`src/design/rrsi_pkg.sv`:
```
// shared constants and types for the rolling relative strength index block
`timescale 1ns / 1ps

package rrsi_pkg;

    localparam int PRICE_BITS  = 32;
    localparam int WINDOW_MAX  = 64;
    localparam int PTR_BITS    = 6;
    localparam int PERIOD_BITS = 7;
    localparam int SUM_BITS    = 38;
    localparam int RSI_BITS    = 14;
    localparam int QUOT_BITS   = 14;
    localparam int NUM_BITS    = 52;
    localparam int CNT_BITS    = 4;

    localparam logic [PERIOD_BITS-1:0] PERIOD_RESET = 7'd14;
    localparam logic [PERIOD_BITS-1:0] PERIOD_MIN   = 7'd1;
    localparam logic [PERIOD_BITS-1:0] PERIOD_MAX   = 7'd64;

    localparam logic [RSI_BITS-1:0] RSI_NOT_READY = 14'd5000;
    localparam logic [RSI_BITS-1:0] RSI_FULL      = 14'd10000;
    localparam logic [RSI_BITS-1:0] RSI_SCALE     = 14'd10000;

    // how the back end has to finish a request
    localparam logic [1:0] KIND_NOT_READY = 2'd0;
    localparam logic [1:0] KIND_SATURATED = 2'd1;
    localparam logic [1:0] KIND_DIVIDE    = 2'd2;

    typedef struct packed {
        logic [1:0]          kind;
        logic [SUM_BITS-1:0] gain;
        logic [SUM_BITS-1:0] loss;
    } qentry_t;

endpackage

```
`src/design/rrsi_back.sv`:
```
// back end: bit-serial ratio divider and output register
`timescale 1ns / 1ps

module rrsi_back import rrsi_pkg::*; (
    input  logic                aclk,
    input  logic                aresetn,
    input  logic                head_valid,
    input  qentry_t             head_entry,
    output logic                pop,
    output logic                m_valid,
    input  logic                m_ready,
    output logic [RSI_BITS-1:0] m_rsi_centi,
    output logic                m_ready_res
);

    localparam logic [1:0] B_IDLE = 2'd0;
    localparam logic [1:0] B_DIV  = 2'd1;
    localparam logic [1:0] B_DONE = 2'd2;

    logic [1:0]           bstate_reg, bstate_next;
    logic [NUM_BITS-1:0]  rem_reg, rem_next;
    logic [NUM_BITS-1:0]  div_reg, div_next;
    logic [QUOT_BITS-1:0] quot_reg, quot_next;
    logic [CNT_BITS-1:0]  cnt_reg, cnt_next;
    logic                 m_valid_reg, m_valid_next;
    logic [RSI_BITS-1:0]  rsi_reg, rsi_next;
    logic                 res_reg, res_next;

    logic                 out_free;
    logic                 ge;
    logic [SUM_BITS:0]    denom;

    assign out_free    = !m_valid_reg || m_ready;
    assign ge          = rem_reg >= div_reg;
    assign denom       = {1'b0, head_entry.gain} + {1'b0, head_entry.loss};
    assign m_valid     = m_valid_reg;
    assign m_rsi_centi = rsi_reg;
    assign m_ready_res = res_reg;

    always_comb begin
        bstate_next  = bstate_reg;
        rem_next     = rem_reg;
        div_next     = div_reg;
        quot_next    = quot_reg;
        cnt_next     = cnt_reg;
        rsi_next     = rsi_reg;
        res_next     = res_reg;
        m_valid_next = m_valid_reg && !m_ready;
        pop          = 1'b0;

        case (bstate_reg)
            B_IDLE: begin
                if (head_valid) begin
                    case (head_entry.kind)
                        KIND_DIVIDE: begin
                            pop         = 1'b1;
                            rem_next    = NUM_BITS'(head_entry.gain) * NUM_BITS'(RSI_SCALE);
                            div_next    = NUM_BITS'(denom) << (QUOT_BITS - 1);
                            cnt_next    = CNT_BITS'(QUOT_BITS - 1);
                            bstate_next = B_DIV;
                        end
                        KIND_SATURATED: begin
                            if (out_free) begin
                                pop          = 1'b1;
                                rsi_next     = RSI_FULL;
                                res_next     = 1'b1;
                                m_valid_next = 1'b1;
                            end
                        end
                        default: begin
                            if (out_free) begin
                                pop          = 1'b1;
                                rsi_next     = RSI_NOT_READY;
                                res_next     = 1'b0;
                                m_valid_next = 1'b1;
                            end
                        end
                    endcase
                end
            end
            B_DIV: begin
                // restoring step, one quotient bit per cycle
                if (ge) begin
                    rem_next = rem_reg - div_reg;
                end
                quot_next = {quot_reg[QUOT_BITS-2:0], ge};
                div_next  = div_reg >> 1;
                cnt_next  = cnt_reg - 1'b1;
                if (cnt_reg == '0) begin
                    bstate_next = B_DONE;
                end
            end
            B_DONE: begin
                if (out_free) begin
                    rsi_next     = quot_reg;
                    res_next     = 1'b1;
                    m_valid_next = 1'b1;
                    bstate_next  = B_IDLE;
                end
            end
            default: begin
                bstate_next = B_IDLE;
            end
        endcase
    end

    always_ff @(posedge aclk) begin
        if (!aresetn) begin
            bstate_reg  <= B_IDLE;
            m_valid_reg <= 1'b0;
            cnt_reg     <= '0;
        end else begin
            bstate_reg  <= bstate_next;
            m_valid_reg <= m_valid_next;
            cnt_reg     <= cnt_next;
        end
    end

    always_ff @(posedge aclk) begin
        rem_reg  <= rem_next;
        div_reg  <= div_next;
        quot_reg <= quot_next;
        rsi_reg  <= rsi_next;
        res_reg  <= res_next;
    end

endmodule

```
`config.mk`:
```
export PLATFORM = sky130hd
export DESIGN_NAME = rrsi_back
export DESIGN_NICKNAME = d
export VERILOG_FILES = /design/src/design/rrsi_pkg.sv /design/src/design/rrsi_back.sv
export SDC_FILE = /design/constraint.sdc
export NUM_CORES = 1
export LEC_CHECK = 0
export BUFFER_PORTS_ARGS = -buffer_cell sky130_fd_sc_hd__clkbuf_2
export CAP_MARGIN = 5
export CORE_MARGIN = 4
export CORE_UTILIZATION = 35
export DETAILED_ROUTE_END_ITERATION = 12
export PLACE_DENSITY = 0.61
export RECOVER_POWER = 100
export SLEW_MARGIN = 20
export SYNTH_ARGS = -nofsm -noshare
export SYNTH_HDL_FRONTEND = slang
export SYNTH_SLANG_ARGS = --single-unit
```
`constraint.sdc`:
```
create_clock -name aclk -period 6.4 [get_ports aclk]
set_input_delay 0.64 -clock aclk [delete_from_list [all_inputs] [get_ports aclk]]
set_output_delay 0.64 -clock aclk [all_outputs]
set_load 0.05 [all_outputs]
```
# [Yosys cells after proc, flatten, opt, wreduce, memory -nomap -nowiden]
# Cells that the tools add are included.
[totals] register_bits=140 input_bits=82 out_inout_bits=17 word_cells=72
[classes] n_addsub=3 multipliers=1 n_lt_le_gt_ge=1 n_eq_ne=12 n_mux=34 reduce_logical=13
[op_table] op="two-way mux 52 bit" n=5
[op_table] op="case mux 52 bit (2 select lines)" n=2
[op_table] op="two-way mux 14 bit" n=4
[op_table] op="case mux 14 bit (2 select lines)" n=2
[op_table] op=">= comparator 52 bit" n=1
[op_table] op="subtractor 52 bit" n=1
[op_table] op="multiplier 38 x 10 -> 48 bit (second input constant)" n=1
[op_table] op="adder 38 x 38 -> 39 bit" n=1
[op_table] op="!= test 2 bit (second input constant)" n=6
[op_table] op="AND reduction 4 bit" n=3
[op_table] op="two-way mux 1 bit" n=10
[op_table] op="two-way mux 2 bit" n=4
[op_table] op="two-way mux 4 bit" n=2
[op_table] op="case mux 4 bit (2 select lines)" n=1
[op_table] op="case mux 1 bit (2 select lines)" n=3
[op_table] op="case mux 2 bit (3 select lines)" n=1
[op_table] op="AND reduction 5 bit" n=1
[op_table] op="== test 2 x 1 -> 1 bit (second input constant)" n=2
[op_table] op="== test 2 bit (second input constant)" n=2
[op_table] op="logical NOT 4 bit" n=1
[op_table] op="nonzero test 2 bit" n=2
[op_table] op="subtractor 4 x 1 -> 4 bit (second input constant)" n=1
[op_table] op="!= test 3 x 2 -> 1 bit (second input constant)" n=1
[op_table] op="AND reduction 3 bit" n=1
[op_table] op="other kinds (5)" n=6

# [Logic depth before layout (Yosys ltp)]
[depth] word_depth=6 ltp_mapped=22

# [Worst setup path before layout]
# No wires, ideal clock.
[synth_timing] kind="input -> register" startpoint="in head_entry[42] in the netlist's numbering" endpoint="reg rem_reg[51], data pin" setup_ps=268 arrival_ps=5172 t_required_ps=6132 slack_ps=959 path_stages=22 path_cell_list="inv_1 -> fa_1 -> inv_1 -> ha_1 -> inv_1 -> fa_1 -> inv_1 -> ha_1 -> inv_1 -> fa_1 -> inv_1 -> ha_1 -> inv_1 -> a211oi_1 -> a22oi_1 -> a2111oi_2 -> o311ai_1 -> a31oi_2 -> a31oi_1 -> a31oi_1 -> mux2i_1 -> o22ai_1"
[synth_via] elab_chain_len=4
[synth_lines] item="start: declaration" line="rrsi_back.sv:8" rtl="input qentry_t head_entry,"
[synth_lines] item="multiplier 38 x 10 -> 48 bit" line="rrsi_back.sv:57" rtl="rem_next = NUM_BITS'(head_entry.gain) * NUM_BITS'(RSI_SCALE);"
[synth_lines] item="two-way mux 52 bit" line="rrsi_back.sv:54" rtl="case (head_entry.kind)"
[synth_lines] item="two-way mux 52 bit" line="rrsi_back.sv:53" rtl="if (head_valid) begin"
[synth_lines] item="case mux 52 bit (2 select lines)" line="rrsi_back.sv:51" rtl="case (bstate_reg)"
[synth_lines] item="named net rem_next[51]" line="rrsi_back.sv:21" rtl="logic [NUM_BITS-1:0] rem_reg, rem_next;"
[synth_lines] item="end signal: assignment" line="rrsi_back.sv:120" rtl="rem_reg <= rem_next;"
[synth_lines] item="end: declaration" line="rrsi_back.sv:21"
# The timed path passes the listed nets, and every way through them passes these cells. The select of a mux whose other input is x is not followed.
# A chain may end at the register's enable or synchronous reset.

# [Worst setup path in the final report]
[layout_timing] startpoint="in head_entry[47] in the netlist's numbering" endpoint="reg rem_reg[45], data pin"
# Same word-level chain as after synthesis.

==> flow_summary.json <==
{
  "p_per_area_nw_per_um2": 396,
  "arrival_ns": 6.10,
  "synth.cell_area_um2": 16700,
  "gr-usage-met2": 0.286,
  "layout.nets": 2387,
  "io_buffers": 98,
  "finalCriticalPeriod_ns": 5.93,
  "setup_viol": 0,
  "outcome": "finished, violations left",
  "synth_area_leaders": "edfxtp_1 24%, ha_1 17%, fa_1 12%, inv_1 7.5%, a21oi_1 5.0%",
  "syn-instance-count": 1900,
  "cts_setup_buffers": 0,
  "fin_tns_setup_ns": 0,
  "postCtsHoldBufs": 0,
  "vias": 13500,
  "max_freq_mhz": 169,
  "yosys.area.top_type": "edfxtp_1",
  "synth_top_flop_cell": "edfxtp_1",
  "ys_warn_count": 0,
  "cp.required_ns": 6.57,
  "synth_seq_cells": 140,
  "synth_edf_count": 133,
  "routed_wl_um": 42400,
  "die-area_um2": 51300,
  "die_w_um": 226,
  "gr-max-usage-layer": "met2",
  "cts_tree": "yes",
  "antenna_found_initial": 0,
  "viasPerCell": 5.21,
  "grt_pass1_vias": 13600,
  "drtAntennaViolNets": 0,
  "grt_first_pass_wirelength_um": 69000,
  "grt_usage": 0.167,
  "ioPinCount": 99,
  "gp_congestion": 0.858,
  "syn_avg_cell_area_um2": 8.79,
  "power.leakage_nw": 8.87,
  "die_h_um": 226,
  "start_kind": "primary input",
  "fp-row-count": 79,
  "numClockSinks": 140,
  "wl_per_cell_um": 16.3,
  "finalCritPeriodShare": 0.927,
  "grt-ovfl-total": 0,
  "slew_viol_final": 197,
  "route.detailed.drc": 0,
  "root_buffer": "clkbuf_16",
  "final_cell_mix": "333 x inv_1, 227 x ha_1, 169 x a21oi_1, 133 x edfxtp_1, 115 x nor2_1",
  "htreeDepth": 4,
  "drv_cap": 4,
  "area_delta_synth_final_pct": 9.94,
  "cts_buffers": 17,
  "dpl_cell_area_um2": 17900,
  "design_area_um2": 18400,
  "cts-resized-gates": 0,
  "clk_pin_slew_ns": 0.07,
  "end_kind": "flip-flop",
  "max_slew_margin": -1.42,
  "diodes": 0,
  "cts_buffer_depth": 2,
  "min_path_type": "flip-flop to flip-flop",
  "worst_pin_slew_ns": 3.63,
  "yosys.area.top_type_share": 0.239,
  "clk-insertion-delay-late_ns": 0.45,
  "hold_viol_final": 0,
  "grt_max_degree": 72,
  "ys_types": 72,
  "synth_fp_nets": 2312,
  "rsz0062_at_grt": "no",
  "critPathKind": "primary input to flip-flop",
  "dpl.hpwl_um": 34300,
  "fin_skew_ns": 0.0122,
  "synth_seq_area_share": 0.247,
  "layout_commonest_cell": "inv_1",
  "async_flop_share": 0,
  "met3_usage": 0.0234,
  "use_met1": 0.224,
  "dr.pass1.iters": 5,
  "peakVddDrop_v": 0.000174,
  "fin_util": 0.392,
  "failed_checks": "max-capacitance violations, max-slew violations",
  "drive_gt1_frac": 0.0679,
  "drtIter0Drc": 726,
  "coreArea_um2": 46900,
  "crit_fanout": 5,
  "initial_core_util": 0.357
}
==> metrics by stage <==
stage,setup WS (ns),power (W),std cells,hold WS (ns)
after detailed placement,0.123,0.00629,2563,0.431
after global placement,0.180,0.00623,2563,0.427
after global routing,0.108,0.00804,2595,0.455
after floorplan,0.959,0.00520,1900,0.417
final,0.470,0.00728,2595,0.443
after CTS,0.578,0.00734,2595,0.443
==> cells in the mapped netlist (all sizes together), types with 4 or more instances <==
master	number
a31oi	15
nand2	114
a21oi	169
mux2i	7
o31ai	10
nand2b	23
nor4	5
clkbuf	50
o31a	4
xor2	48
nand3	30
or3	11
nor3	25
fa	103
and4	5
o21ai	108
and2	14
a21boi	6
o21bai	21
buf	6
inv	334
nor2	115
or2	6
xnor2	59
a211oi	20
o21a	19
and3	15
o211a	4
nand4	27
dfxtp	7
nor2b	15
o211ai	15
ha	227
a21o	82
o22ai	6
a211o	6
edfxtp	133
a221o	4
==> critical path: stages <==
cell       delay, ns
clkbuf_1        0.15
inv_1           0.19
fa_1            0.55
inv_1           0.04
ha_1            0.28
fa_1            0.48
ha_1            0.29
inv_1           0.05
fa_1            0.50
inv_1           0.04
ha_1            0.36
a21oi_1         0.17
o21ai_0         0.10
a22oi_1         0.29
a2111oi_0       0.17
buf_4           0.18
o311ai_1        0.43
a31oi_2         0.21
a31oi_1         0.48
buf_4           0.21
o21ai_1         0.08
xnor2_1         0.14
mux2i_1         0.08
==> kinds of logic (layout without fill, tap and decap cells) <==
| logic type | Yosys count | count (layout) | synth area share |
|---|---|---|---|
| multiplexers | 7 | 7 | 0.00419 |
| XOR/XNOR | 107 | 107 | 0.0561 |
| AO/OA/AOI/OAI | 511 | 511 | 0.192 |
| adder cells (fa/ha/maj) | 330 | 330 | 0.293 |
| buffers and inverters | 390 | 478 | 0.0876 |
| flip-flops | 140 | 140 | 0.247 |
| AND/OR/NAND/NOR | 415 | 415 | 0.120 |
==> per-layer routing <==
layer	routed length [um]	part of all wire
met1	19800	0.47
met2	20200	0.48
met3	1660	0.039
met4	708	0.017
met5	0	0
==> power breakdown <==
part	internal (W)	switching [W]	total, W
sequential	0.00132	0.0000453	0.00136
clock	0.000541	0.000443	0.000984
combinational	0.00202	0.00291	0.00493
total	0.00389	0.00340	0.00728
==> path summary, 6_finish.rpt <==
path / startpoint / endpoint / slack [ns] / cells after the start
worst max-delay path: head_entry[47] / rem_reg[45] / 0.47 / 23
worst min register to register: quot_reg[1] / quot_reg[2] / 0.44 / 0
worst min-delay path: quot_reg[1] / quot_reg[2] / 0.44 / 0
worst max register to register: bstate_reg[1] / rem_reg[25] / 0.86 / 4
==> layout make-up <==
class | instances | area [um^2]
well taps | 607 | 759
fillers | 4870 | 28500
inverters | 334 | 1250
flip-flops and latches | 140 | 4130
clock inverters | 15 | 140
multi-input cells | 1370 | 11100
clock buffers | 17 | 425
repair buffers | 112 | 561
Power figures use the tool's default switching activity.
