$ cat src/design/rrsi_pkg.sv
// shared constants and types for the rolling relative strength index block
`timescale 1ns / 1ps

package rrsi_pkg;

    localparam int PRICE_BITS  = 32;
    localparam int WINDOW_MAX  = 64;
    localparam int PTR_BITS    = 6;
    localparam int PERIOD_BITS = 7;
    localparam int SUM_BITS    = 38;
    localparam int RSI_BITS    = 14;
    localparam int QUOT_BITS   = 14;
    localparam int NUM_BITS    = 52;
    localparam int CNT_BITS    = 4;

    localparam logic [PERIOD_BITS-1:0] PERIOD_RESET = 7'd14;
    localparam logic [PERIOD_BITS-1:0] PERIOD_MIN   = 7'd1;
    localparam logic [PERIOD_BITS-1:0] PERIOD_MAX   = 7'd64;

    localparam logic [RSI_BITS-1:0] RSI_NOT_READY = 14'd5000;
    localparam logic [RSI_BITS-1:0] RSI_FULL      = 14'd10000;
    localparam logic [RSI_BITS-1:0] RSI_SCALE     = 14'd10000;

    // how the back end has to finish a request
    localparam logic [1:0] KIND_NOT_READY = 2'd0;
    localparam logic [1:0] KIND_SATURATED = 2'd1;
    localparam logic [1:0] KIND_DIVIDE    = 2'd2;

    typedef struct packed {
        logic [1:0]          kind;
        logic [SUM_BITS-1:0] gain;
        logic [SUM_BITS-1:0] loss;
    } qentry_t;

endpackage

$ cat src/design/rrsi_queue.sv
// two-entry request queue between front and back end
`timescale 1ns / 1ps

module rrsi_queue import rrsi_pkg::*; (
    input  logic    aclk,
    input  logic    aresetn,
    input  logic    push,
    input  qentry_t push_entry,
    output logic    full,
    input  logic    pop,
    output logic    head_valid,
    output qentry_t head_entry
);

    qentry_t     slot_reg [2];
    logic        wr_ptr_reg, wr_ptr_next;
    logic        rd_ptr_reg, rd_ptr_next;
    logic [1:0]  count_reg, count_next;

    assign full       = count_reg == 2'd2;
    assign head_valid = count_reg != 2'd0;
    assign head_entry = slot_reg[rd_ptr_reg];

    always_comb begin
        wr_ptr_next = push ? ~wr_ptr_reg : wr_ptr_reg;
        rd_ptr_next = pop ? ~rd_ptr_reg : rd_ptr_reg;
        count_next  = count_reg;
        if (push && !pop) begin
            count_next = count_reg + 2'd1;
        end else if (pop && !push) begin
            count_next = count_reg - 2'd1;
        end
    end

    always_ff @(posedge aclk) begin
        if (!aresetn) begin
            wr_ptr_reg <= 1'b0;
            rd_ptr_reg <= 1'b0;
            count_reg  <= 2'd0;
        end else begin
            wr_ptr_reg <= wr_ptr_next;
            rd_ptr_reg <= rd_ptr_next;
            count_reg  <= count_next;
        end
    end

    always_ff @(posedge aclk) begin
        if (push) begin
            slot_reg[wr_ptr_reg] <= push_entry;
        end
    end

endmodule

$ cat config.mk
export PLATFORM = sky130hd
export DESIGN_NAME = rrsi_queue
export DESIGN_NICKNAME = d
export VERILOG_FILES = /design/src/design/rrsi_pkg.sv /design/src/design/rrsi_queue.sv
export SDC_FILE = /design/constraint.sdc
export NUM_CORES = 1
export LEC_CHECK = 0
export ABC_CLOCK_PERIOD_IN_PS = 4600
export BUFFER_PORTS_ARGS = -buffer_cell sky130_fd_sc_hd__buf_4
export CAP_MARGIN = 20
export CORE_UTILIZATION = 28
export CTS_CLUSTER_DIAMETER = 200
export DETAILED_ROUTE_END_ITERATION = 7
export SYNTH_ARGS = -nofsm -noshare
export SYNTH_HDL_FRONTEND = slang
export SYNTH_SLANG_ARGS = --single-unit
$ cat constraint.sdc
create_clock -name aclk -period 4.6 [get_ports aclk]
set_input_delay 0.69 -clock aclk [delete_from_list [all_inputs] [get_ports aclk]]
set_output_delay 0.69 -clock aclk [all_outputs]
set_load 0.03 [all_outputs]
# Word level (Yosys, flattened, before mapping)
# Memory sizes are Yosys's and may differ from the RTL's. A register that Yosys moved wholly into a read port is not among the register bits.
# Cells that the tools add are included.
[word_totals] ff_bits=4 ramBits=156 output_inout_bits=80 elab_cells=21 n_memories=1
[mem_list] memory="slot_reg" words=2 word_bits=78 read_ports=1 rd_ports_with_merged_regs=1 write_ports=1 line="rrsi_queue.sv:15" source="qentry_t slot_reg [2];"
[classes] add_sub_neg=2 n_eq_ne=1 n_mux=6 bitwise_logic=2 reduce_logical=6
[ops] operator="two-way mux 1 bit" n=4
[ops] operator="two-way mux 2 bit" n=2
[ops] operator="nonzero test 2 bit" n=2
[ops] operator="adder 2 x 1 -> 2 bit (second input constant)" n=1
[ops] operator="equality test 2 bit (second input constant)" n=1
[ops] operator="logical AND 1 bit" n=2
[ops] operator="logical NOT 1 bit" n=2
[ops] operator="NOT 1 bit" n=2
[ops] operator="subtractor 2 x 1 -> 2 bit (second input constant)" n=1

# Depth between registers and ports, before layout
# Gate-level depths: netlist of the first run.
[depth] word_depth=4 depth_mapped=5 mapped_depth_nobuf=5

# Worst setup path before layout of the first run
# Ideal clock, no wire load.
[synth_timing] path_type="input-to-reg" from="input port push" to="memory slot_reg[0][0] in the netlist's numbering (enable)" setup_ns=0.525 arrival_ns=4.133 t_required_ns=4.075 path_slack_ns=-0.058 stages=1 path_buffers=0 path_cell_list="nor2b_1"
[synth_via] elab_chain_len=2
[synth_rtl] item="start, declared" line="rrsi_queue.sv:7" source="input logic push,"
[synth_rtl] item="two-way mux 1 bit" line="rrsi_queue.sv:48" source="if (push) begin"
[synth_rtl] item="two-way mux 1 bit (not written as such)" line="rrsi_queue.sv:49" source="slot_reg[wr_ptr_reg] <= push_entry;"
[synth_rtl] item="end, declared" line="rrsi_queue.sv:15"
# Every way passes these cells.

==> impl_metrics.py, run 1 <==
metrics = {
    "die": {
        "rows": 52,
        "ios": 162,
        "coreArea_um2": 20490,
        "die_area_um2": 21750,
        "die_w_um": 147.5,
        "die-height_um": 147.5,
        "start_util": 0.2892,
    },
    "power_and_ir_drop": {
        "clkPwrFrac": 0.361,
        "switching_share": 0.2382,
        "ir_drop_mv": 0.2415,
        "p_per_area_nw_per_um2": 437.0,
        "power_frac_seq": 0.493,
        "switchingPower_mw": 0.8341,
        "p_total_mw": 3.501,
        "intPower_mw": 2.667,
        "leakage_nw": 2.994,
        "combPwrFrac": 0.146,
    },
    "synth": {
        "synth_common_cells": "156 x edfxtp_1, 58 x mux2_2, 20 x mux2_4",
        "syn_area_um2": 5927,
        "ys_ff_latch": 161,
        "synth_top_area_share": 0.7904,
        "syn_avg_cell_area_um2": 22.37,
        "yosys_warnings": 0,
        "synth_nets": 348,
        "yosysMostFrequentCell": "edfxtp_1",
        "synthArstFlopShare": 0,
        "synth_cell_types": 17,
        "yosysSeqAreaShare": 0.8073,
        "yosysTopAreaCell": "edfxtp_1",
        "synthTopCellsByArea": "edfxtp_1 79%, mux2_2 11%, mux2_4 5.1%",
        "synth_cells": 265,
        "synth_flop_cell": "edfxtp_1",
        "synth_edf_count": 156,
    },
    "setup_path": {
        "worst_path_max_delay_cell": "dfxtp_4",
        "crit_path_start_kind": "register",
        "cp_cell_sequence": "buf_16 > mux2_2 > buf_4",
        "arrival_ps": 1980,
        "crit_path_max_incr_delay_ps": 660,
        "cp_max_fo": 47,
        "cp-end-kind": "output pin",
        "cp_data_required_time_ps": 3910,
        "worst-setup-path-type": "reg2out",
    },
    "timing": {
        "max_freq_mhz": 374.8,
        "rsz0062_at_grt": "false",
        "finalHoldViolCount": 0,
        "finalMaxSlewViolations": 0,
        "fin_setup_tns_ps": 0,
        "finClkSkew_ps": 6.836,
        "timing.final.ws_setup_ps": 1932,
        "slew_headroom": 0.5051,
        "post-route-min-period_ps": 2668,
        "tightest_slew_ps": 742.3,
        "setup_viol": 0,
        "period_share": 0.5801,
    },
    "finish": {
        "syn_to_final_growth_pct": 35.19,
        "nNetsFinal": 523,
        "num-fill-cells": 1902,
        "largest_reg_flops": 156,
        "layout.cells.non_filler": 723,
        "num_antenna_cells": 0,
        "layout-drive-gt1-share": 0.6026,
    },
    "place": {
        "hpwl_um": 7255,
        "gp_congestion": 0.7061,
        "dp_cells": 690,
        "port-buffer-count": 161,
        "pre_cts_ws_ps": 2259,
    },
    "routing": {
        "vias": 3008,
        "wirelength_um": 11110,
        "vias_per_cell": 4.160,
        "first_iter_violations": 88,
        "routedWlPerCell_um": 15.37,
        "drtPass1Iterations": 6,
        "ant_nets": 0,
        "route.detailed.drc": 0,
    },
    "status": {
        "status": "finished clean",
    },
    "global_route": {
        "grt_max_degree": 80,
        "first_global_vias": 3361,
        "gr-total-overflow": 0,
        "grt_usage": 0.1062,
        "antenna_found_initial": 0,
        "grt_pass1_wl_um": 17260,
    },
    "clocking": {
        "clockBufferDepth": 2,
        "tritoncts": "built",
        "clock_sinks": 161,
        "clk-insertion-delay-late_ps": 400,
        "cts.clk_slew.worst_paths_ps": 60,
        "numCtsBuffers": 17,
        "clockRootBuffer": "clkbuf_16",
        "cts_setup_buffers": 0,
        "holdBufCountCts": 0,
        "cts_resized": 0,
        "h-tree-depth": 4,
    },
    "job": {
        "drv_cap": 0,
    },
    "min_path": {
        "hold_class": "in2reg",
    },
}
==> critical path: cells and delay by family (launching register included) <==
kind                   cells  cell delay [ps]
buffers and inverters      2              510
muxes                      1              390
DFF                        1              660
==> per-layer routing <==
metal | global-route usage | vias up | routed length [µm] | share of wire
li1 | - | 1395 | - | -
met1 | 0.1233 | 1500 | 4720 | 0.42
met2 | 0.1755 | 105 | 5460 | 0.49
met3 | 0.04321 | 8 | 813 | 0.073
met4 | 0.04021 | 0 | 117 | 0.011
met5 | 0 | - | 0 | 0
==> worst paths after layout <==
check,from,end,slack [ps],cells after the start
worst max-delay path,register,head_entry[75],1930,3
worst min-delay path,push_entry[17],slot_reg[0][17]$_DFFE_PP_,470,1
worst max register to register,wr_ptr_reg$_SDFFE_PN0P_,slot_reg[1][55]$_DFFE_PP_,2670,2
worst min register to register,count_reg[1]$_SDFFE_PN0P_,count_reg[1]$_SDFFE_PN0P_,530,2
==> layout make-up <==
cell class	count	area, µm²	share of cell area
well taps	270	337.8	0.04216
flip-flops and latches	161	4788	0.5976
inverters	1	3.754	0.0004685
multi-input cells	94	1079	0.1346
repair buffers	165	1271	0.1587
clock inverters	10	88.84	0.01109
clock buffers	22	444.2	0.05543
==> logic make-up (layout without fill, tap and decap cells) <==
group,after synthesis,in the layout,synth area share
compound gates,3,3,0.003378
flops,161,161,0.8073
xor+xnor,3,3,0.004434
fa+ha+maj,1,1,0.002111
mux,78,78,0.1609
simple gates,9,9,0.009501
buf+inv,10,198,0.01245
==> through the flow <==
stage	hold WS (ps)	cell area, µm²	utilization
6_report	467.0	8013	0.3910
5_1_grt	432.3	8013	0.3910
4_1_cts	437.5	7993	0.3900
3_5_place_dp	504.2	7460	0.3640
3_3_place_gp	476.6	7432	0.3626
2_1_floorplan	460.6	5929	-
==> layout by cell type (no fill, tap or decap), types with 2 or more instances in the layout <==
cell	instances
clkinv_2	3
mux2_2	58
clkbuf_1	5
edfxtp_1	156
nor2b_1	2
mux2_4	20
and2_1	3
clkinv_4	2
dfxtp_1	4
clkinvlp_4	3
clkbuf_16	17
xor2_1	2
buf_4	163
==> power groups by stage <==
stage	Clock [mW]	Sequential (mW)	Combinational, mW
after floorplan	0	1.74	0.323
after CTS	1.31	1.73	0.516
after global placement	0	1.77	0.485
final	1.27	1.73	0.510
after detailed placement	0	1.76	0.514
after global routing	1.37	1.73	0.539
Power figures use the tool's default switching activity.
==> run 2: changes to the inputs <==
--- a/config.mk
+++ b/config.mk
@@ -5,7 +5,7 @@
 export SDC_FILE = /design/constraint.sdc
 export NUM_CORES = 1
 export LEC_CHECK = 0
-export ABC_CLOCK_PERIOD_IN_PS = 4600
+export ABC_CLOCK_PERIOD_IN_PS = 2710
 export BUFFER_PORTS_ARGS = -buffer_cell sky130_fd_sc_hd__buf_4
 export CAP_MARGIN = 20
 export CORE_UTILIZATION = 28
==> constraint.sdc (replaced) <==
create_clock -name aclk -period 2.71 [get_ports aclk]
set_input_delay 0.4065 -clock aclk [delete_from_list [all_inputs] [get_ports aclk]]
set_output_delay 0.4065 -clock aclk [all_outputs]
set_load 0.03 [all_outputs]
==> run 2 against run 1 <==
  * Largest cell class unchanged
  * Wire length increased by 1.7%
  * Sequential power is 69% higher
  * Via count barely moved
  * Largest power group unchanged
  * First-iteration DRC count fell by 14%
  * Critical path depth did not move
  * Clock skew increased by 4.9 ps
==> impl_metrics.py, run 2 (synthesis results as in run 1) <==
metrics = {
    "setup_path": {
        "crit_path_max_incr_delay_ps": 600,
        "worst_path_max_delay_cell": "dfxtp_4",
        "cp_cell_sequence": "buf_12 > mux2_2 > buf_4",
        "cp_data_required_time_ps": 2300,
        "cp_num_buf_inv": 2,
        "cp_max_fo": 26,
        "arrival_ps": 1860,
        "crit_family": "flip-flops",
        "worst-setup-path-type": "reg2out",
        "crit_path_start_kind": "register",
        "cp-end-kind": "output pin",
    },
    "finish": {
        "nNetsFinal": 525,
        "num_antenna_cells": 0,
        "final_core_util": 0.3973,
        "layout_commonest_cell": "buf_4",
        "syn_to_final_growth_pct": 37.37,
        "largest_reg_flops": 156,
        "layout-drive-gt1-share": 0.6154,
        "layout.cells.non_filler": 725,
        "final_cell_mix": "164 x buf_4, 156 x edfxtp_1, 58 x mux2_2, 20 x mux2_4, 17 x clkbuf_16",
    },
    "timing": {
        "finalMaxSlewViolations": 0,
        "period_share": 0.8347,
        "slew_headroom": 0.6058,
        "setup_viol": 0,
        "max_freq_mhz": 442.1,
        "tightest_slew_ps": 591.3,
        "post-route-min-period_ps": 2262,
        "rsz0062_at_grt": "false",
        "finClkSkew_ps": 11.72,
        "fin_setup_tns_ps": 0,
        "finalHoldViolCount": 0,
    },
    "global_route": {
        "grt_max_degree": 49,
        "gr-total-overflow": 0,
        "first_global_vias": 3263,
        "grt_pass1_wl_um": 17440,
        "antenna_found_initial": 0,
        "grt_usage": 0.1083,
    },
    "place": {
        "dp_cells": 693,
        "port-buffer-count": 161,
        "hpwl_um": 7437,
        "gp_congestion": 0.6923,
    },
    "power_and_ir_drop": {
        "p_per_area_nw_per_um2": 782.8,
        "leakage_nw": 3.066,
        "ir_drop_mv": 0.4232,
    },
    "routing": {
        "ant_nets": 0,
        "routedWlPerCell_um": 15.59,
        "wirelength_um": 11300,
        "vias_per_cell": 4.145,
        "route.detailed.drc": 0,
        "drtPass1Iterations": 4,
        "first_iter_violations": 76,
        "vias": 3005,
    },
    "clocking": {
        "h-tree-depth": 4,
        "clk-insertion-delay-late_ps": 420,
        "holdBufCountCts": 0,
        "cts_setup_buffers": 0,
        "clockBufferDepth": 2,
        "numCtsBuffers": 17,
        "cts.clk_slew.worst_paths_ps": 70,
        "cts_resized": 0,
        "clockRootBuffer": "clkbuf_16",
        "clock_sinks": 161,
        "tritoncts": "built",
    },
    "die": {
        "die_area_um2": 21750,
        "start_util": 0.2892,
        "die_w_um": 147.5,
        "rows": 52,
        "coreArea_um2": 20490,
        "ios": 162,
        "die-height_um": 147.5,
    },
    "job": {
        "drv_cap": 0,
    },
    "min_path": {
        "hold_class": "in2reg",
    },
    "status": {
        "status": "finished clean",
    },
}
run 2: changes by cell type in the layout (fill, tap and decap cells not counted):
| cell | delta |
|---|---|
| buf_16 | -1 |
| clkinv_4 | +2 |
| buf_4 | +1 |
| bufinv_16 | +4 |
| clkinv_2 | +1 |
| clkinvlp_4 | -2 |
| clkbuf_1 | -5 |
| buf_12 | +2 |
run 2: power by group:
group / leakage, nW / switching (mW) / internal, mW
Sequential: 1.51 / 0.0482 / 2.88
Clock: 0.314 / 0.946 / 1.63
Combinational: 1.25 / 0.477 / 0.397
Total: 3.07 / 1.47 / 4.90
run 2: path summary, 6_finish.rpt:
kind | start | end | slack (ps) | cells after the start
worst max-delay path | register | head_entry[74] | 450 | 3
worst min-delay path | push_entry[30] | slot_reg[1][30]$_DFFE_PP_ | 170 | 1
worst max register to register | wr_ptr_reg$_SDFFE_PN0P_ | slot_reg[1][60]$_DFFE_PP_ | 1140 | 2
worst min register to register | count_reg[1]$_SDFFE_PN0P_ | count_reg[1]$_SDFFE_PN0P_ | 530 | 2
run 2: worst register-to-register path, stage by stage (launching register included):
cell	delay, ps
dfxtp_1	390
and2_4	480
buf_12	350
run 2: per-layer routing:
layer / vias up / track usage / share of wire
met1: 1478 / 0.1257 / 0.43
met2: 115 / 0.1792 / 0.49
met4: 0 / 0.04175 / 0.012
met3: 10 / 0.04321 / 0.070
met5: - / 0 / 0
li1: 1402 / - / -
run 2: per-stage QoR:
stage / power, mW / area, µm² / worst slack, ps / hold WS [ps]
after detailed placement: 3.867 / 7500 / 863.5 / 521.3
after global placement: 3.849 / 7500 / 892.7 / 473.2
after floorplan: 3.504 / 5934 / 46.37 / 460.6
after global routing: 6.609 / 8142 / 352.1 / 142.3
after CTS: 6.461 / 8142 / 395.0 / 147.5
final: 6.374 / 8142 / 448.1 / 167.3
run 2: area by class of cell:
cell class,count,area (µm²)
clock buffers,17,425.4
clock inverters,15,216.5
fillers,1862,12350
inverters,1,3.754
multi-input cells,94,1079
flip-flops and latches,161,4788
well taps,270,337.8
repair buffers,167,1291
==> run 3: changes to the inputs <==
--- a/config.mk
+++ b/config.mk
@@ -5,7 +5,8 @@
 export SDC_FILE = /design/constraint.sdc
 export NUM_CORES = 1
 export LEC_CHECK = 0
-export ABC_CLOCK_PERIOD_IN_PS = 2710
+export ABC_AREA = 1
+export ABC_CLOCK_PERIOD_IN_PS = 2200
 export BUFFER_PORTS_ARGS = -buffer_cell sky130_fd_sc_hd__buf_4
 export CAP_MARGIN = 20
 export CORE_UTILIZATION = 28
==> constraint.sdc (replaced) <==
create_clock -name aclk -period 2.2 [get_ports aclk]
set_input_delay 0.33 -clock aclk [delete_from_list [all_inputs] [get_ports aclk]]
set_output_delay 0.33 -clock aclk [all_outputs]
set_load 0.03 [all_outputs]
==> run 3 against run 2 <==
  * First-iteration DRC count rose by 24%
  * Area after synthesis is 0.15% higher
  * Global-route usage grew 0.11 points
  * Utilization is 0.067 points higher
  * Combinational power rose by 12%
  * Sequential power increased by 23%
  * Clock skew shrank 4.4 ps
  * Die area is 0.15% higher
  * Critical endpoint is now head_entry[36]
  * Highest routed layer unchanged
==> impl_metrics.py, run 3 <==
metrics = {
    "die": {
        "start_util": 0.2896,
        "ios": 162,
        "die-height_um": 147.6,
        "die_w_um": 147.6,
        "rows": 52,
        "coreArea_um2": 20490,
        "die_area_um2": 21790,
    },
    "routing": {
        "ant_nets": 0,
        "drtPass1Iterations": 4,
        "vias_per_cell": 4.145,
        "routedWlPerCell_um": 15.55,
        "wirelength_um": 11480,
        "route.detailed.drc": 0,
        "vias": 3059,
        "first_iter_violations": 94,
    },
    "synth": {
        "synth_edf_count": 156,
        "syn_area_um2": 5936,
        "synthAdderAreaFrac": 0.002108,
        "synth_top_area_share": 0.7892,
        "synth_compound_area_frac": 0.001686,
        "synth-xor-area-share": 0,
        "synthTopCellsByArea": "edfxtp_1 79%, mux2_2 11%, mux2_4 5.1%",
        "synth_common_cells": "156 x edfxtp_1, 58 x mux2_2, 20 x mux2_4",
        "syn_avg_cell_area_um2": 21.35,
        "synthArstFlopShare": 0,
        "yosysTopAreaCell": "edfxtp_1",
        "synth_cell_types": 14,
        "synth_cells": 278,
        "yosys_warnings": 0,
        "synth_flop_cell": "edfxtp_1",
        "synthMuxAreaShare": 0.1606,
        "synthSimpleGateAreaFrac": 0.01265,
        "synth_nets": 361,
        "yosysMostFrequentCell": "edfxtp_1",
        "synth_top_family_by_area": "multiplexers",
        "ys_ff_latch": 161,
        "yosysSeqAreaShare": 0.8061,
    },
    "finish": {
        "final_cell_mix": "163 x buf_4, 156 x edfxtp_1, 58 x mux2_2, 20 x mux2_4, 17 x clkbuf_16",
        "area.sequential_um2": 4788,
        "multi_input_area_um2": 1059,
        "num_antenna_cells": 0,
        "layout_commonest_cell": "buf_4",
        "nNetsFinal": 538,
        "largest_reg_flops": 156,
        "syn_to_final_growth_pct": 37.39,
        "num-fill-cells": 1892,
        "layout.cells.non_filler": 738,
        "layout-drive-gt1-share": 0.5983,
        "postLayoutCellArea_um2": 8155,
    },
    "timing": {
        "fin_setup_tns_ps": 0,
        "period_share": 0.9485,
        "post-route-min-period_ps": 2087,
        "slew_headroom": 0.7604,
        "max_freq_mhz": 479.2,
        "rsz0062_at_grt": "false",
        "tightest_slew_ps": 359.4,
        "finalMaxSlewViolations": 0,
        "timing.final.ws_setup_ps": 113.4,
        "finalHoldViolCount": 0,
        "setup_viol": 0,
        "finClkSkew_ps": 7.296,
    },
    "setup_path": {
        "crit_path_max_incr_delay_ps": 490,
        "cp-end-kind": "output pin",
        "cp_cell_sequence": "buf_12 > mux2_2 > buf_4",
        "cp_max_fo": 35,
        "cp_num_buf_inv": 2,
        "cp_data_required_time_ps": 1870,
        "crit_family": "flip-flops",
        "crit_path_start_kind": "register",
        "arrival_ps": 1760,
        "worst-setup-path-type": "reg2out",
        "worst_path_max_delay_cell": "dfxtp_4",
    },
    "place": {
        "pre_cts_ws_ps": 536.2,
        "port-buffer-count": 161,
        "hpwl_um": 7660,
        "gp_congestion": 0.6958,
        "placement.cell_area_um2": 7522,
        "dp_cells": 706,
    },
    "power_and_ir_drop": {
        "ir_drop_mv": 0.5087,
        "leakage_nw": 3.079,
        "p_per_area_nw_per_um2": 943.0,
    },
    "clocking": {
        "cts.clk_slew.worst_paths_ps": 60,
        "clock_sinks": 161,
        "clockBufferDepth": 2,
        "h-tree-depth": 4,
        "clockRootBuffer": "clkbuf_16",
        "tritoncts": "built",
        "holdBufCountCts": 0,
        "clk-insertion-delay-late_ps": 420,
        "cts_setup_buffers": 0,
        "numCtsBuffers": 17,
        "cts_resized": 0,
    },
    "global_route": {
        "antenna_found_initial": 0,
        "grt_max_degree": 54,
        "grt_usage": 0.1094,
        "gr-total-overflow": 0,
        "first_global_vias": 3427,
        "grt_pass1_wl_um": 17630,
    },
    "min_path": {
        "hold_class": "in2reg",
    },
    "job": {
        "drv_cap": 0,
    },
    "status": {
        "status": "finished clean",
    },
}
## run 3: changes by cell type after synthesis, moves of 2 or more
cell and change:
inv_1 +7, nor2b_1 -3, nor2_1 +8, xor2_1 -2
nand2_1 +9, and2_1 -4
## run 3: area by class of cell
type                       count  share of cell area
clock buffer                  17             0.05216
timing repair buffer         167              0.1599
tap                          270             0.04142
multi-input combinational    100              0.1298
sequential                   161              0.5871
inverter                       8            0.004142
clock inverter                15             0.02547
## run 3: worst paths after layout
path	from	to	slack [ps]	depth (start not counted)
max	register	head_entry[36]	110	3
min	push_entry[34]	slot_reg[0][34]$_DFFE_PP_	90	1
max reg2reg	wr_ptr_reg$_SDFFE_PN0P_	slot_reg[1][60]$_DFFE_PP_	900	3
min reg2reg	wr_ptr_reg$_SDFFE_PN0P_	wr_ptr_reg$_SDFFE_PN0P_	530	2
## run 3: per-stage QoR
stage / util / hold WS [ps] / total power [mW]
floorplan: - / 428.9 / 4.231
global placement: 0.3670 / 483.0 / 4.632
detailed placement: 0.3670 / 500.1 / 4.655
CTS: 0.3979 / 66.56 / 7.813
global route: 0.3979 / 70.90 / 7.964
finish: 0.3979 / 91.14 / 7.691
## run 3: metal layers
layer	track usage	wire length (µm)
met5	0	0
met4	0.04639	173
met3	0.04321	940
met2	0.1915	5838
met1	0.1167	4525
## run 3: kinds of logic after synthesis
family                   after synthesis
flip-flops                           161
buffers and inverters                 17
AO/OA/AOI/OAI                          2
AND/OR/NAND/NOR                       19
multiplexers                          78
adder cells (fa/ha/maj)                1
## run 3: power breakdown
group	leakage [nW]	internal, mW	total, mW	switching, mW
registers	1.51	3.55	3.59	0.0461
clock network	0.297	1.91	3.12	1.21
logic	1.28	0.431	0.977	0.545
total	3.08	5.89	7.69	1.80
